==> src/hw/rtl/acpu_pkg.sv <==
// Shared types, constants and helpers for the accumulator processor block.
package acpu_pkg;

    localparam int MEM_DEPTH = 256;
    localparam int MEM_AW = $clog2(MEM_DEPTH);
    localparam logic [31:0] MEM_DEPTH_W = 32'(MEM_DEPTH);

    localparam int QUEUE_DEPTH = 2;
    localparam int QUEUE_PW = $clog2(QUEUE_DEPTH);
    localparam int QUEUE_CW = $clog2(QUEUE_DEPTH + 1);

    localparam logic [1:0] CMD_LOAD    = 2'd0;
    localparam logic [1:0] CMD_STEP    = 2'd1;
    localparam logic [1:0] CMD_RESTART = 2'd2;

    localparam logic [3:0] OP_HLT = 4'hE;
    localparam logic [3:0] OP_SKZ = 4'h1;
    localparam logic [3:0] OP_ADD = 4'h2;
    localparam logic [3:0] OP_SUB = 4'h3;
    localparam logic [3:0] OP_XOR = 4'h4;
    localparam logic [3:0] OP_LDA = 4'h5;
    localparam logic [3:0] OP_STA = 4'h6;
    localparam logic [3:0] OP_JMP = 4'h7;
    localparam logic [3:0] OP_JSR = 4'h8;
    localparam logic [3:0] OP_JMI = 4'h9;
    localparam logic [3:0] OP_LDI = 4'hA;
    localparam logic [3:0] OP_STI = 4'hB;

    localparam logic [2:0] ST_OK      = 3'd0;
    localparam logic [2:0] ST_EXEC    = 3'd1;
    localparam logic [2:0] ST_HALT    = 3'd2;
    localparam logic [2:0] ST_BADOP   = 3'd3;
    localparam logic [2:0] ST_RANGE   = 3'd4;
    localparam logic [2:0] ST_STOPPED = 3'd5;

    typedef struct packed {
        logic [1:0]  cmd;
        logic [7:0]  load_addr;
        logic [31:0] load_data;
    } in_word_t;

    typedef struct packed {
        logic [2:0]  status;
        logic [27:0] exec_pc;
        logic [31:0] instr_word;
        logic [31:0] acc_value;
    } out_word_t;

    typedef enum logic [2:0] {
        K_LOAD,
        K_LOAD_BAD,
        K_RESTART,
        K_STEP,
        K_NOP
    } kind_t;

    typedef struct packed {
        kind_t              kind;
        logic [MEM_AW-1:0]  addr;
        logic [31:0]        data;
    } q_word_t;

    function automatic logic in_range(input logic [31:0] a);
        return a < MEM_DEPTH_W;
    endfunction

endpackage

==> src/hw/rtl/acpu_queue.sv <==
// Short queue of classified words between the front and back stages.
module acpu_queue
    import acpu_pkg::*;
(
    input  logic    clk,
    input  logic    rst_n,
    input  logic    push_valid,
    output logic    push_stall,
    input  q_word_t push_word,
    output logic    pop_valid,
    input  logic    pop_stall,
    output q_word_t pop_word
);

    q_word_t               entry_reg [QUEUE_DEPTH];
    logic [QUEUE_PW-1:0]   wr_ptr_reg;
    logic [QUEUE_PW-1:0]   rd_ptr_reg;
    logic [QUEUE_CW-1:0]   count_reg;
    logic                  push;
    logic                  pop;

    assign push_stall = count_reg == QUEUE_CW'(QUEUE_DEPTH);
    assign pop_valid  = count_reg != '0;
    assign pop_word   = entry_reg[rd_ptr_reg];
    assign push       = push_valid && !push_stall;
    assign pop        = pop_valid && !pop_stall;

    function automatic logic [QUEUE_PW-1:0] ptr_inc(input logic [QUEUE_PW-1:0] p);
        return (p == QUEUE_PW'(QUEUE_DEPTH - 1)) ? '0 : p + 1'b1;
    endfunction

    always_ff @(posedge clk or negedge rst_n)
    begin
        if (!rst_n)
        begin
            wr_ptr_reg <= '0;
            rd_ptr_reg <= '0;
            count_reg  <= '0;
        end
        else
        begin
            if (push)
            begin
                wr_ptr_reg <= ptr_inc(wr_ptr_reg);
            end
            if (pop)
            begin
                rd_ptr_reg <= ptr_inc(rd_ptr_reg);
            end
            if (push && !pop)
            begin
                count_reg <= count_reg + 1'b1;
            end
            else if (pop && !push)
            begin
                count_reg <= count_reg - 1'b1;
            end
        end
    end

    always_ff @(posedge clk)
    begin
        if (push)
        begin
            entry_reg[wr_ptr_reg] <= push_word;
        end
    end

endmodule

==> config.mk <==
export PLATFORM = sky130hd
export DESIGN_NAME = acpu_queue
export DESIGN_NICKNAME = d
export VERILOG_FILES = /design/src/hw/rtl/acpu_pkg.sv /design/src/hw/rtl/acpu_queue.sv
export SDC_FILE = /design/constraint.sdc
export NUM_CORES = 1
export LEC_CHECK = 0
export BUFFER_PORTS_ARGS = -buffer_cell sky130_fd_sc_hd__buf_2
export CAP_MARGIN = 40
export CELL_PAD_IN_SITES_DETAIL_PLACEMENT = 0
export CELL_PAD_IN_SITES_GLOBAL_PLACEMENT = 1
export CORE_MARGIN = 2
export CORE_UTILIZATION = 41
export DETAILED_ROUTE_END_ITERATION = 10
export GPL_TIMING_DRIVEN = 0
export PLACE_DENSITY = 0.85
export SYNTH_ARGS = -nofsm -noshare
export SYNTH_HDL_FRONTEND = slang
export SYNTH_SLANG_ARGS = --single-unit
==> constraint.sdc <==
create_clock -name clk -period 3.9 [get_ports clk]
set_clock_uncertainty 0.15 [all_clocks]
set_input_delay 0 -clock clk [delete_from_list [all_inputs] [get_ports clk]]
set_output_delay 0 -clock clk [all_outputs]
set_load 0.01 [all_outputs]
==> results.md <==
* Status: finished clean
* Routability cong. at ~0.61
* Register area at 0.00268 mm²
* Final worst path period need at 2.03 ns
* Syn_nets at 201
* CTS clk-pin slew, worst paths at 0.09 ns
* Worst setup SP type: flop
* Final worst-path cycle share at a little over half
* Pre-CTS WS at 1.86 ns
* Synth area leaders: edfxtp_1 74%, mux2_4 17%, dfrtp_1 2.9%
* Area Growth Syn to Fin at 37.3%
* Detailed router's first-iteration violation count at 40
* Fin. Hold Viols at 0
* Top-count cell post-synth: edfxtp_1
* Grt ovf at 0
* Clock root cell: clkbuf_8
* Post-layout nets at roughly 350
* Leak Pwr at 1.94 nW
* Endpoint class of the critical path: flop
* Max reg flops at 86
* R2R depth at 4
* Combinational share of power at 37.9%
* Reg2reg start: count_reg[0]
* Die area at 0.00931 mm²
* Worst-path fanout max at 22
* Core Box Area at 0.00826 mm²
* Worst-margin pin slew at 0.730 ns
* Crit Path Class: flop to flop
* Post-route DRC at 0
* Crit path to: entry_reg[0][8]
* Count of final setup violators at 0
* Total track usage at 12.6%
* Number of buffers created by CTS at 9
* R2R setup slack at between 1.5 and 2 ns
* First-pass GRT wire length at 8510 µm
* Filler Cell Count at between 600 and 700
* # IOs at 92
* Post-synth EDFFs at 86
* Worst Setup SP: count_reg[0]
* Initial Util at approximately 42%
* Die height at 96.5 µm
* Initial antenna violation count at 0
* CTS tree: yes
* Most used DFF post-synth: edfxtp_1
* Max Freq at 492 MHz
* Mapped Cells at between 150 and 200
* Vias in the first global route at 1888
* # clock sinks at 90
* Slew Limit Fails at 0
* Drt total wl at 5630 µm
* Internal power at 2.29 mW
* List of most frequent post-synthesis cells: 86 x edfxtp_1, 39 x mux2_4, 4 x buf_12, 4 x dfrtp_1, 4 x mux2_2
* Ys async rst share at 4.44%
* Hold Crit Class: input port to flop
* Via/cell ratio at 4.45
* Critical Path AT at 1.93 ns
* RSZ-0062 raised after global routing: no
* Setup_tns at 0 ns
* Sw Share at between 20 and 30%
* Max cap viols at 0
* Reg power frac at 43.2%
* Vias post-DR at approximately 1800
* VDD IR max at 423 µV
* Multi-input combinational cell area at approximately 730 µm²
* Die Width at 96.5 µm
* Yosys warnings at 0
* Required time worst endpoint at approximately 3.8 ns
* Clock power frac at between 10% and 20%
* Clock buffer depth at 2
* Router iterations before antenna repair at 4
* # rows at 33
* Slew headroom at 51.2%
* Sequential fraction of the synthesis area at 76.5%
* Clk_lat worst skew at 0.34 ns
* Unique cell type count in the Yosys netlist at 16
* Syn Area/Cell at 22.9 µm²
* Drt wl/cell at between 10 and 15 µm
* Largest net degree at the start of global routing at 23
* Sw power at 0.919 mW
* Final ANT Viol Nets at 0
* Total Power at 3.21 mW
* Post-DP HPWL at 3600 µm
* Reg-to-Reg End: entry_reg[0][8]
* CTS H-tree depth at 3
* Synth area leader: edfxtp_1
* Diodes inserted at 0
* Port bufs at 91
* Synthesized area at 0.00351 mm²
* PnR worst setup slack at between 1.5 and 2 ns
* Layout cell share with drive strength beyond 1 at 50.8%
* PwrDens at 667 mW/mm²
* Top cell type's share of synthesized area at 73.6%
* Synth Register Bits at 90
per-stage QoR:
step / area, µm² / util, % / instances / hold WS (ns)
after floorplan: 3510 / - / 153 / -0.446
after global placement: 4090 / 49.6 / 349 / -0.339
after detailed placement: 4160 / 50.3 / 351 / -0.336
after CTS: 4820 / 58.3 / 414 / 0.192
after global routing: 4820 / 58.3 / 414 / 0.203
final: 4820 / 58.3 / 414 / 0.213
final cells by class:
type | instances | share of cell area (%)
buffer | 5 | 1.90
inverter | 2 | 0.156
tap | 105 | 2.73
clock inverter | 4 | 1.09
clock buffer | 12 | 2.81
sequential | 90 | 55.7
timing repair buffer | 140 | 20.4
multi-input combinational | 56 | 15.3
metal layers:
layer	global-route usage, %	vias to the layer above	routed length [µm]
met5	0	-	0
met4	7.04	0	107
met3	3.03	11	254
met2	22.1	55	2970
met1	14.1	882	2300
li1	-	893	-
what timing repair did:
action                                 in CTS  in global routing
setup buffers                               0                  0
endpoints found under the hold margin      93                  0
resized for setup                           0                  0
hold buffers                               47                  0
logic make-up (layout without fill, tap and decap cells):
logic type               count (synthesis)  count (layout)  synth area share, %
AND/OR/NAND/NOR                          7               7                 1.11
flip-flops                              90              90                 76.5
buffers and inverters                    7             163                 2.82
XOR/XNOR                                 5               5                 1.25
multiplexers                            43              43                 18.0
adder cells (fa/ha/maj)                  1               1                0.357
worst min path at each step:
stage | slack, ns | cells past startpoint | start | to
after global placement | -0.34 | 1 | rst_n | count_reg[1]
after detailed placement | -0.34 | 1 | rst_n | count_reg[0]
after global routing | 0.20 | 2 | push_word[14] | entry_reg[0][14]
final | 0.21 | 2 | push_word[14] | entry_reg[0][14]
after floorplan | -0.45 | 0 | rst_n | count_reg[0]
after CTS | 0.19 | 2 | push_word[6] | entry_reg[1][6]
critical path, stage by stage (launching register included):
cell and delay (ns):
dfrtp_1 0.42, nand2b_1 0.16, nand2_1 0.14, nor2_4 0.59, buf_16 0.25
placed cells by master (no fill, tap or decap):
cell	instances
and3_2	1
buf_12	4
buf_16	2
buf_2	91
buf_6	1
bufinv_16	1
clkbuf_1	3
clkbuf_8	9
clkinvlp_4	3
dfrtp_1	4
dlygate4sd3_1	47
edfxtp_1	86
ha_1	1
inv_1	2
mux2_2	4
mux2_4	39
nand2_1	1
nand2b_1	1
nand2b_2	1
nor2_1	1
nor2_4	1
or2_1	1
xnor2_1	3
xor2_1	2
power groups by stage:
stage               Combinational, mW  Clock (mW)  Sequential [mW]
floorplan                       0.830           0             1.40
finish                           1.22       0.606             1.39
global placement                 1.15           0             1.41
global route                     1.32       0.666             1.41
detailed placement               1.21           0             1.41
CTS                              1.24       0.623             1.39
(Power assumes the default switching activity.)
