===== src/hw/rtl/acpu_pkg.sv =====
// Shared types, constants and helpers for the accumulator processor block.
package acpu_pkg;

    localparam int MEM_DEPTH = 256;
    localparam int MEM_AW = $clog2(MEM_DEPTH);
    localparam logic [31:0] MEM_DEPTH_W = 32'(MEM_DEPTH);

    localparam int QUEUE_DEPTH = 2;
    localparam int QUEUE_PW = $clog2(QUEUE_DEPTH);
    localparam int QUEUE_CW = $clog2(QUEUE_DEPTH + 1);

    localparam logic [1:0] CMD_LOAD    = 2'd0;
    localparam logic [1:0] CMD_STEP    = 2'd1;
    localparam logic [1:0] CMD_RESTART = 2'd2;

    localparam logic [3:0] OP_HLT = 4'hE;
    localparam logic [3:0] OP_SKZ = 4'h1;
    localparam logic [3:0] OP_ADD = 4'h2;
    localparam logic [3:0] OP_SUB = 4'h3;
    localparam logic [3:0] OP_XOR = 4'h4;
    localparam logic [3:0] OP_LDA = 4'h5;
    localparam logic [3:0] OP_STA = 4'h6;
    localparam logic [3:0] OP_JMP = 4'h7;
    localparam logic [3:0] OP_JSR = 4'h8;
    localparam logic [3:0] OP_JMI = 4'h9;
    localparam logic [3:0] OP_LDI = 4'hA;
    localparam logic [3:0] OP_STI = 4'hB;

    localparam logic [2:0] ST_OK      = 3'd0;
    localparam logic [2:0] ST_EXEC    = 3'd1;
    localparam logic [2:0] ST_HALT    = 3'd2;
    localparam logic [2:0] ST_BADOP   = 3'd3;
    localparam logic [2:0] ST_RANGE   = 3'd4;
    localparam logic [2:0] ST_STOPPED = 3'd5;

    typedef struct packed {
        logic [1:0]  cmd;
        logic [7:0]  load_addr;
        logic [31:0] load_data;
    } in_word_t;

    typedef struct packed {
        logic [2:0]  status;
        logic [27:0] exec_pc;
        logic [31:0] instr_word;
        logic [31:0] acc_value;
    } out_word_t;

    typedef enum logic [2:0] {
        K_LOAD,
        K_LOAD_BAD,
        K_RESTART,
        K_STEP,
        K_NOP
    } kind_t;

    typedef struct packed {
        kind_t              kind;
        logic [MEM_AW-1:0]  addr;
        logic [31:0]        data;
    } q_word_t;

    function automatic logic in_range(input logic [31:0] a);
        return a < MEM_DEPTH_W;
    endfunction

endpackage


===== src/hw/rtl/acpu_front.sv =====
// Front stage: accepts request words and classifies them for the back end.
module acpu_front
    import acpu_pkg::*;
(
    input  logic     clk,
    input  logic     rst_n,
    input  logic     req_valid,
    output logic     req_stall,
    input  in_word_t req_word,
    output logic     push_valid,
    input  logic     push_stall,
    output q_word_t  push_word
);

    logic        valid_reg;
    q_word_t     word_reg;
    q_word_t     word_next;
    logic [31:0] addr_ext;

    assign addr_ext = {24'b0, req_word.load_addr};

    always_comb
    begin
        word_next.addr = addr_ext[MEM_AW-1:0];
        word_next.data = req_word.load_data;
        case (req_word.cmd)
            CMD_LOAD:    word_next.kind = in_range(addr_ext) ? K_LOAD : K_LOAD_BAD;
            CMD_STEP:    word_next.kind = K_STEP;
            CMD_RESTART: word_next.kind = K_RESTART;
            default:     word_next.kind = K_NOP;
        endcase
    end

    assign req_stall  = valid_reg && push_stall;
    assign push_valid = valid_reg;
    assign push_word  = word_reg;

    always_ff @(posedge clk or negedge rst_n)
    begin
        if (!rst_n)
        begin
            valid_reg <= 1'b0;
        end
        else if (!req_stall)
        begin
            valid_reg <= req_valid;
        end
    end

    always_ff @(posedge clk)
    begin
        if (!req_stall && req_valid)
        begin
            word_reg <= word_next;
        end
    end

endmodule


===== config.mk =====
export PLATFORM = sky130hd
export DESIGN_NAME = acpu_front
export DESIGN_NICKNAME = d
export VERILOG_FILES = /design/src/hw/rtl/acpu_pkg.sv /design/src/hw/rtl/acpu_front.sv
export SDC_FILE = /design/constraint.sdc
export NUM_CORES = 1
export LEC_CHECK = 0
export ABC_AREA = 1
export BUFFER_PORTS_ARGS = -buffer_cell sky130_fd_sc_hd__buf_2
export CAP_MARGIN = 40
export CORE_AREA = 8 8 66 68
export DETAILED_ROUTE_END_ITERATION = 16
export DIE_AREA = 0 0 74 76
export GPL_TIMING_DRIVEN = 0
export HOLD_SLACK_MARGIN = 0.08
export PLACE_DENSITY = 0.79
export SLEW_MARGIN = 5
export SYNTH_ARGS = -nofsm -noshare
export SYNTH_HDL_FRONTEND = slang
export SYNTH_SLANG_ARGS = --single-unit

===== constraint.sdc =====
create_clock -name clk -period 6.05 [get_ports clk]
set_input_delay 1.21 -clock clk [delete_from_list [all_inputs] [get_ports clk]]
set_output_delay 1.21 -clock clk [all_outputs]
set_load 0.02 [all_outputs]

==> results of run 1 <==
## cells in the mapped netlist, drive strengths merged
library cell / instances
a21oi: 1
nand2: 2
dfrtp: 1
edfxtp: 43
ha: 2
inv: 4
## logic make-up after synthesis
logic type | after synthesis | synth area share, %
fa+ha+maj | 2 | 1.83
flops | 44 | 96.2
compound gates | 1 | 0.365
simple gates | 2 | 0.549
buf+inv | 4 | 1.10
## cells in the final DEF (no fill, tap or decap)
master,count
a21oi_4,1
buf_16,1
buf_2,90
bufinv_16,2
clkbuf_4,5
dfrtp_1,1
edfxtp_1,43
ha_1,2
inv_1,4
nand2_1,2
## routing by layer
| layer | vias to the layer above | part of all wire (%) | GRT usage, % |
|---|---|---|---|
| met4 | 0 | 1.5 | 7.80 |
| met1 | 385 | 36 | 11.0 |
| met5 | - | 0 | 0 |
| met2 | 64 | 45 | 17.2 |
| met3 | 4 | 17 | 7.24 |
| li1 | 397 | - | - |
## flip-flops by register name, summed over array words and instances (netlist names)
| register | flops |
|---|---|
| push_word | 43 |
| push_valid | 1 |
## how the worst max path moves through the flow
stage	start	to	slack, ns	depth (start not counted)
2_1_floorplan	req_valid	push_word[0]	2.24	2
5_1_grt	push_stall	req_stall	3.21	4
6_report	push_stall	req_stall	3.25	4
4_1_cts	push_stall	req_stall	3.24	4
3_5_place_dp	push_stall	req_stall	3.24	4
3_3_place_gp	req_valid	push_word[39]	1.65	3
## power by group
part / switching, mW / internal, mW
Sequential: 0.00404 / 0.355
Clock: 0.0855 / 0.127
Combinational: 0.0409 / 0.0243
Total: 0.130 / 0.505
## per-stage QoR
stage | cell area, um2 | util, % | worst slack, ns | power, mW
after floorplan | 1370 | - | 2.24 | 0.396
after global placement | 1880 | 54.6 | 1.65 | 0.427
after detailed placement | 1920 | 55.7 | 3.24 | 0.433
after CTS | 2020 | 58.6 | 3.24 | 0.644
after global routing | 2020 | 58.6 | 3.21 | 0.658
final | 2020 | 58.6 | 3.25 | 0.636
## layout make-up
| type | count | area share [%] |
|---|---|---|
| Clock buffer | 5 | 1.86 |
| Timing Repair Buffer | 91 | 23.7 |
| Sequential cell | 44 | 65.3 |
| Multi-Input combinational cell | 5 | 2.42 |
| Inverter | 4 | 0.745 |
| Clock inverter | 2 | 2.98 |
| Tap cell | 48 | 2.98 |
## critical path, cell delays in order
cell and delay [ns]:
buf_2 0.11, nand2_1 0.07, inv_1 0.05, buf_2 0.15
==> results_dict.tcl, run 1 <==
set metrics [dict create \
    outcome "finished clean" \
    clock_path_buffers 2 \
    die_y_um 76 \
    num_io_pins 91 \
    cts_max_level 2 \
    clk_pin_slew_ns 0.12 \
    drcViolationCount 0 \
    nets 199 \
    slew_viol_final 0 \
    synth.largest_area_cell "edfxtp_1" \
    cts_root_buf "clkbuf_4" \
    drtIter0Drc 39 \
    ir_drop_mv 0.133 \
    cap_violations 0 \
    required_ns 4.84 \
    antenna_found_initial 0 \
    powerDensity_nw_per_um2 315 \
    synth-seq-cells 44 \
    relSlewSlack_pct 50.9 \
    drive_above_1_share_pct 65.6 \
    cts_sinks 44 \
    fill_cells 292 \
    gp_congestion 0.723 \
    rsz0062_at_grt "false" \
    diodes 0 \
    vias_per_cell 4.27 \
    post-route-min-period_ns 2.80 \
    yosys_warnings 0 \
    p_leak_nw 0.886 \
    grt_start_max_net_pins 24 \
    hpwl_mm 2.65 \
    holdPathStages 2 \
    r2r_slack_ns 4.46 \
    drtPass1Iterations 4 \
    area_growth_pct 47.3 \
    track_usage_pct 11.4 \
    ff2ff_path_depth 2 \
    start_util_pct 39.8 \
    ys_seq_area_share_pct 96.2 \
    holdCritStartpoint "push_valid" \
    cts_setup_buffers 0 \
    min_path_type "reg2reg" \
    wl_mm 3.27 \
    ys_types 6 \
    syn_avg_cell_area_um2 25.8 \
    cp-start-kind "primary input" \
    wl_per_cell_um 16.5 \
    grt_pass1_vias 871 \
    cts_tree "done" \
    placement_rows 22 \
    syn-cell-area_um2 1370 \
    cts-resized-gates 0 \
    max_freq_mhz 357 \
    cts_inserted_buffers 5 \
    worst_slew_pin_slew_ns 0.735 \
    r2r_start "push_valid" \
    grt_pass1_wl_mm 4.60 \
    hold_slack_ns 0.595 \
    clk_latency_ns 0.33 \
    worstSetupEndpointType "output port" \
    multiInputGateArea_um2 48.8 \
    final_cells 199 \
    core-area_um2 3440 \
    worstPathArrival_ns 1.59 \
    worstReg2RegEnd "push_word[9]" \
    via_count 850 \
    crit_type "in2out" \
    die_x_um 74 \
    worstPathMaxFanout 2 \
    period_share_pct 46.3 \
    syn_inst 53 \
    ant_nets 0 \
    register_area_um2 1320 \
    dp_cells 192 \
    min_to "push_valid" \
    numPortBuffers 90 \
    die_area_um2 5620 \
    yosys.area.top_type_share_pct 94.3 \
    hold_viol 0 \
    cts_hold_buf 0 \
    tns_ns 0 \
    skew_ns 0.00317 \
    syn_nets 101 \
    yosys-top-cells-area "edfxtp_1 94%, dfrtp_1 1.8%, ha_1 1.8%" \
    gr-total-overflow 0 \
    setup_viol 0 \
]
Note: power is estimated with default switching activity, not from simulation.
==> run 2, diff against run 1 <==
--- a/config.mk
+++ b/config.mk
@@ -5,15 +5,15 @@
 export SDC_FILE = /design/constraint.sdc
 export NUM_CORES = 1
 export LEC_CHECK = 0
-export ABC_AREA = 1
+export ABC_AREA = 0
 export BUFFER_PORTS_ARGS = -buffer_cell sky130_fd_sc_hd__buf_2
 export CAP_MARGIN = 40
-export CORE_AREA = 8 8 66 68
+export CORE_AREA = 8 8 68 70
 export DETAILED_ROUTE_END_ITERATION = 16
-export DIE_AREA = 0 0 74 76
+export DIE_AREA = 0 0 76 78
 export GPL_TIMING_DRIVEN = 0
 export HOLD_SLACK_MARGIN = 0.08
-export PLACE_DENSITY = 0.79
+export PLACE_DENSITY = 0.75
 export SLEW_MARGIN = 5
 export SYNTH_ARGS = -nofsm -noshare
 export SYNTH_HDL_FRONTEND = slang
==> constraint.sdc (replaced) <==
create_clock -name clk -period 2.6 [get_ports clk]
set_input_delay 0.52 -clock clk [delete_from_list [all_inputs] [get_ports clk]]
set_output_delay 0.52 -clock clk [all_outputs]
set_load 0.02 [all_outputs]
==> results_dict.tcl, run 2 <==
set metrics [dict create \
    tns_ns 0 \
    setup_viol 0 \
    ys_top_cells_by_count "43 x edfxtp_1, 2 x ha_1, 2 x inv_1" \
    cts-resized-gates 0 \
    wl_met3_um 486 \
    hold_slack_ns 0.347 \
    placement_rows 22 \
    powerDensity_nw_per_um2 668 \
    yosys.area.top_type_share_pct 94.0 \
    hold_viol 0 \
    worstPathArrival_ns 1.10 \
    grt_pass1_wl_mm 4.76 \
    clock_path_buffers 2 \
    start_util_pct 38.7 \
    yosys_warnings 0 \
    vias_per_cell 4.20 \
    antenna_found_initial 0 \
    worstSetupEndpointType "output port" \
    min_path_type "in2reg" \
    skew_ns 0.00446 \
    worst_slack_ns 0.975 \
    crit_type "reg2out" \
    yosysMostFrequentCell "edfxtp_1" \
    cp-start-kind "flip-flop" \
    post-route-min-period_ns 1.62 \
    die_y_um 78 \
    syn_nets 99 \
    cap_violations 0 \
    diodes 0 \
    largest_reg_flops 43 \
    syn_avg_cell_area_um2 26.9 \
    die_area_um2 5930 \
    gp_congestion 0.684 \
    final_cell_mix "90 x buf_2, 43 x edfxtp_1, 5 x clkbuf_4" \
    track_usage_pct 10.5 \
    via_count 836 \
    numPortBuffers 90 \
    drive_above_1_share_pct 65.6 \
    area_growth_pct 45.4 \
    finalPower_mw 1.33 \
    ys.flop_type "edfxtp_1" \
    clk_pin_slew_ns 0.11 \
    nets 198 \
    synth-seq-cells 44 \
    routed.top_layer "met4" \
    slew_viol_final 0 \
    drtIter0Drc 33 \
    wl_per_cell_um 15.2 \
    fill_cells 285 \
    cts_max_level 2 \
    worstPathMaxFanout 4 \
    gr-total-overflow 0 \
    relSlewSlack_pct 53.0 \
    layout_commonest_cell "buf_2" \
    cts_tree "done" \
    wl_met1_mm 1.06 \
    cts_sinks 44 \
    met2WireLength_mm 1.42 \
    ant_nets 0 \
    final_cells 199 \
    synth.largest_area_cell "edfxtp_1" \
    yosys-top-cells-area "edfxtp_1 94%, dfrtp_1 1.8%, ha_1 1.8%" \
    required_ns 2.08 \
    async_flop_share_pct 2.27 \
    drcViolationCount 0 \
    ys_types 7 \
    ys_seq_area_share_pct 95.8 \
    dp_cells 190 \
    cts_setup_buffers 0 \
    p_leak_nw 0.873 \
    grt_start_max_net_pins 24 \
    grt_pass1_vias 992 \
    syn-cell-area_um2 1370 \
    drtPass1Iterations 3 \
    rsz0062_at_grt "false" \
    clk_latency_ns 0.34 \
    wl_mm 3.03 \
    synth_edf_count 43 \
    worst_slew_pin_slew_ns 0.704 \
    max_freq_mhz 616 \
    syn_inst 51 \
    cts_root_buf "clkbuf_4" \
    core-area_um2 3550 \
    post-place-ws_ns 0.804 \
    period_share_pct 62.5 \
    die_x_um 76 \
    cts_hold_buf 1 \
    outcome "finished clean" \
    cts_inserted_buffers 5 \
    hpwl_mm 2.52 \
    num_io_pins 91 \
    ir_drop_mv 0.350 \
]
run 2: changes by cell type after synthesis, sizes merged:
cell / before / now
and2: 0 / 1
a21o: 0 / 1
inv: 4 / 2
a21boi: 0 / 1
a21oi: 1 / 0
nand2: 2 / 0
run 2: per-stage QoR:
stage               utilization [%]  area [um2]
CTS                            56.3        2000
finish                         56.3        2000
floorplan                         -        1370
global placement               53.1        1880
detailed placement             54.1        1920
global route                   56.3        2000
run 2: critical path: stages, from the launching register on:
cell	delay, ns
dfrtp_1	0.45
and2_1	0.17
buf_2	0.15
run 2: path summary, 6_finish.rpt:
path,start,endpoint,slack [ns],cells past startpoint
hold / removal,req_word[27],push_word[27],0.35,1
setup / recovery,push_valid,req_stall,0.98,2
hold reg to reg,push_valid,push_valid,0.61,1
setup reg to reg,push_valid,push_word[20],1.03,2
min in group asynchronous,rst_n,push_valid,0.47,2
max in group asynchronous,rst_n,push_valid,2.05,2
run 2: cell families after synthesis:
family	after synthesis	share of synthesized area, %
AOI/OAI and AO/OA	2	1.37
adders and majority gates	2	1.82
buffers and inverters	2	0.547
DFF	44	95.8
and+or+nand+nor	1	0.456
run 2: report_power, final:
part	leakage (nW)	internal [mW]	switching, mW
sequential	0.421	0.825	0.00981
clock	0.0386	0.159	0.189
combinational	0.414	0.0586	0.0931
total	0.873	1.04	0.292
run 2: cell type report:
| class | count | area, um2 | share of cell area, % |
|---|---|---|---|
| clock buffers | 8 | 68.8 | 3.44 |
| inverters | 2 | 7.51 | 0.376 |
| multi-input cells | 5 | 57.6 | 2.88 |
| flip-flops and latches | 44 | 1320 | 65.9 |
| well taps | 48 | 60.1 | 3.01 |
| repair buffers | 92 | 488 | 24.4 |
run 2: routing by layer:
metal | vias up | track usage [%]
met5 | - | 0
met4 | 0 | 7.06
met3 | 7 | 7.83
met2 | 64 | 16.2
met1 | 368 | 9.64
li1 | 397 | -
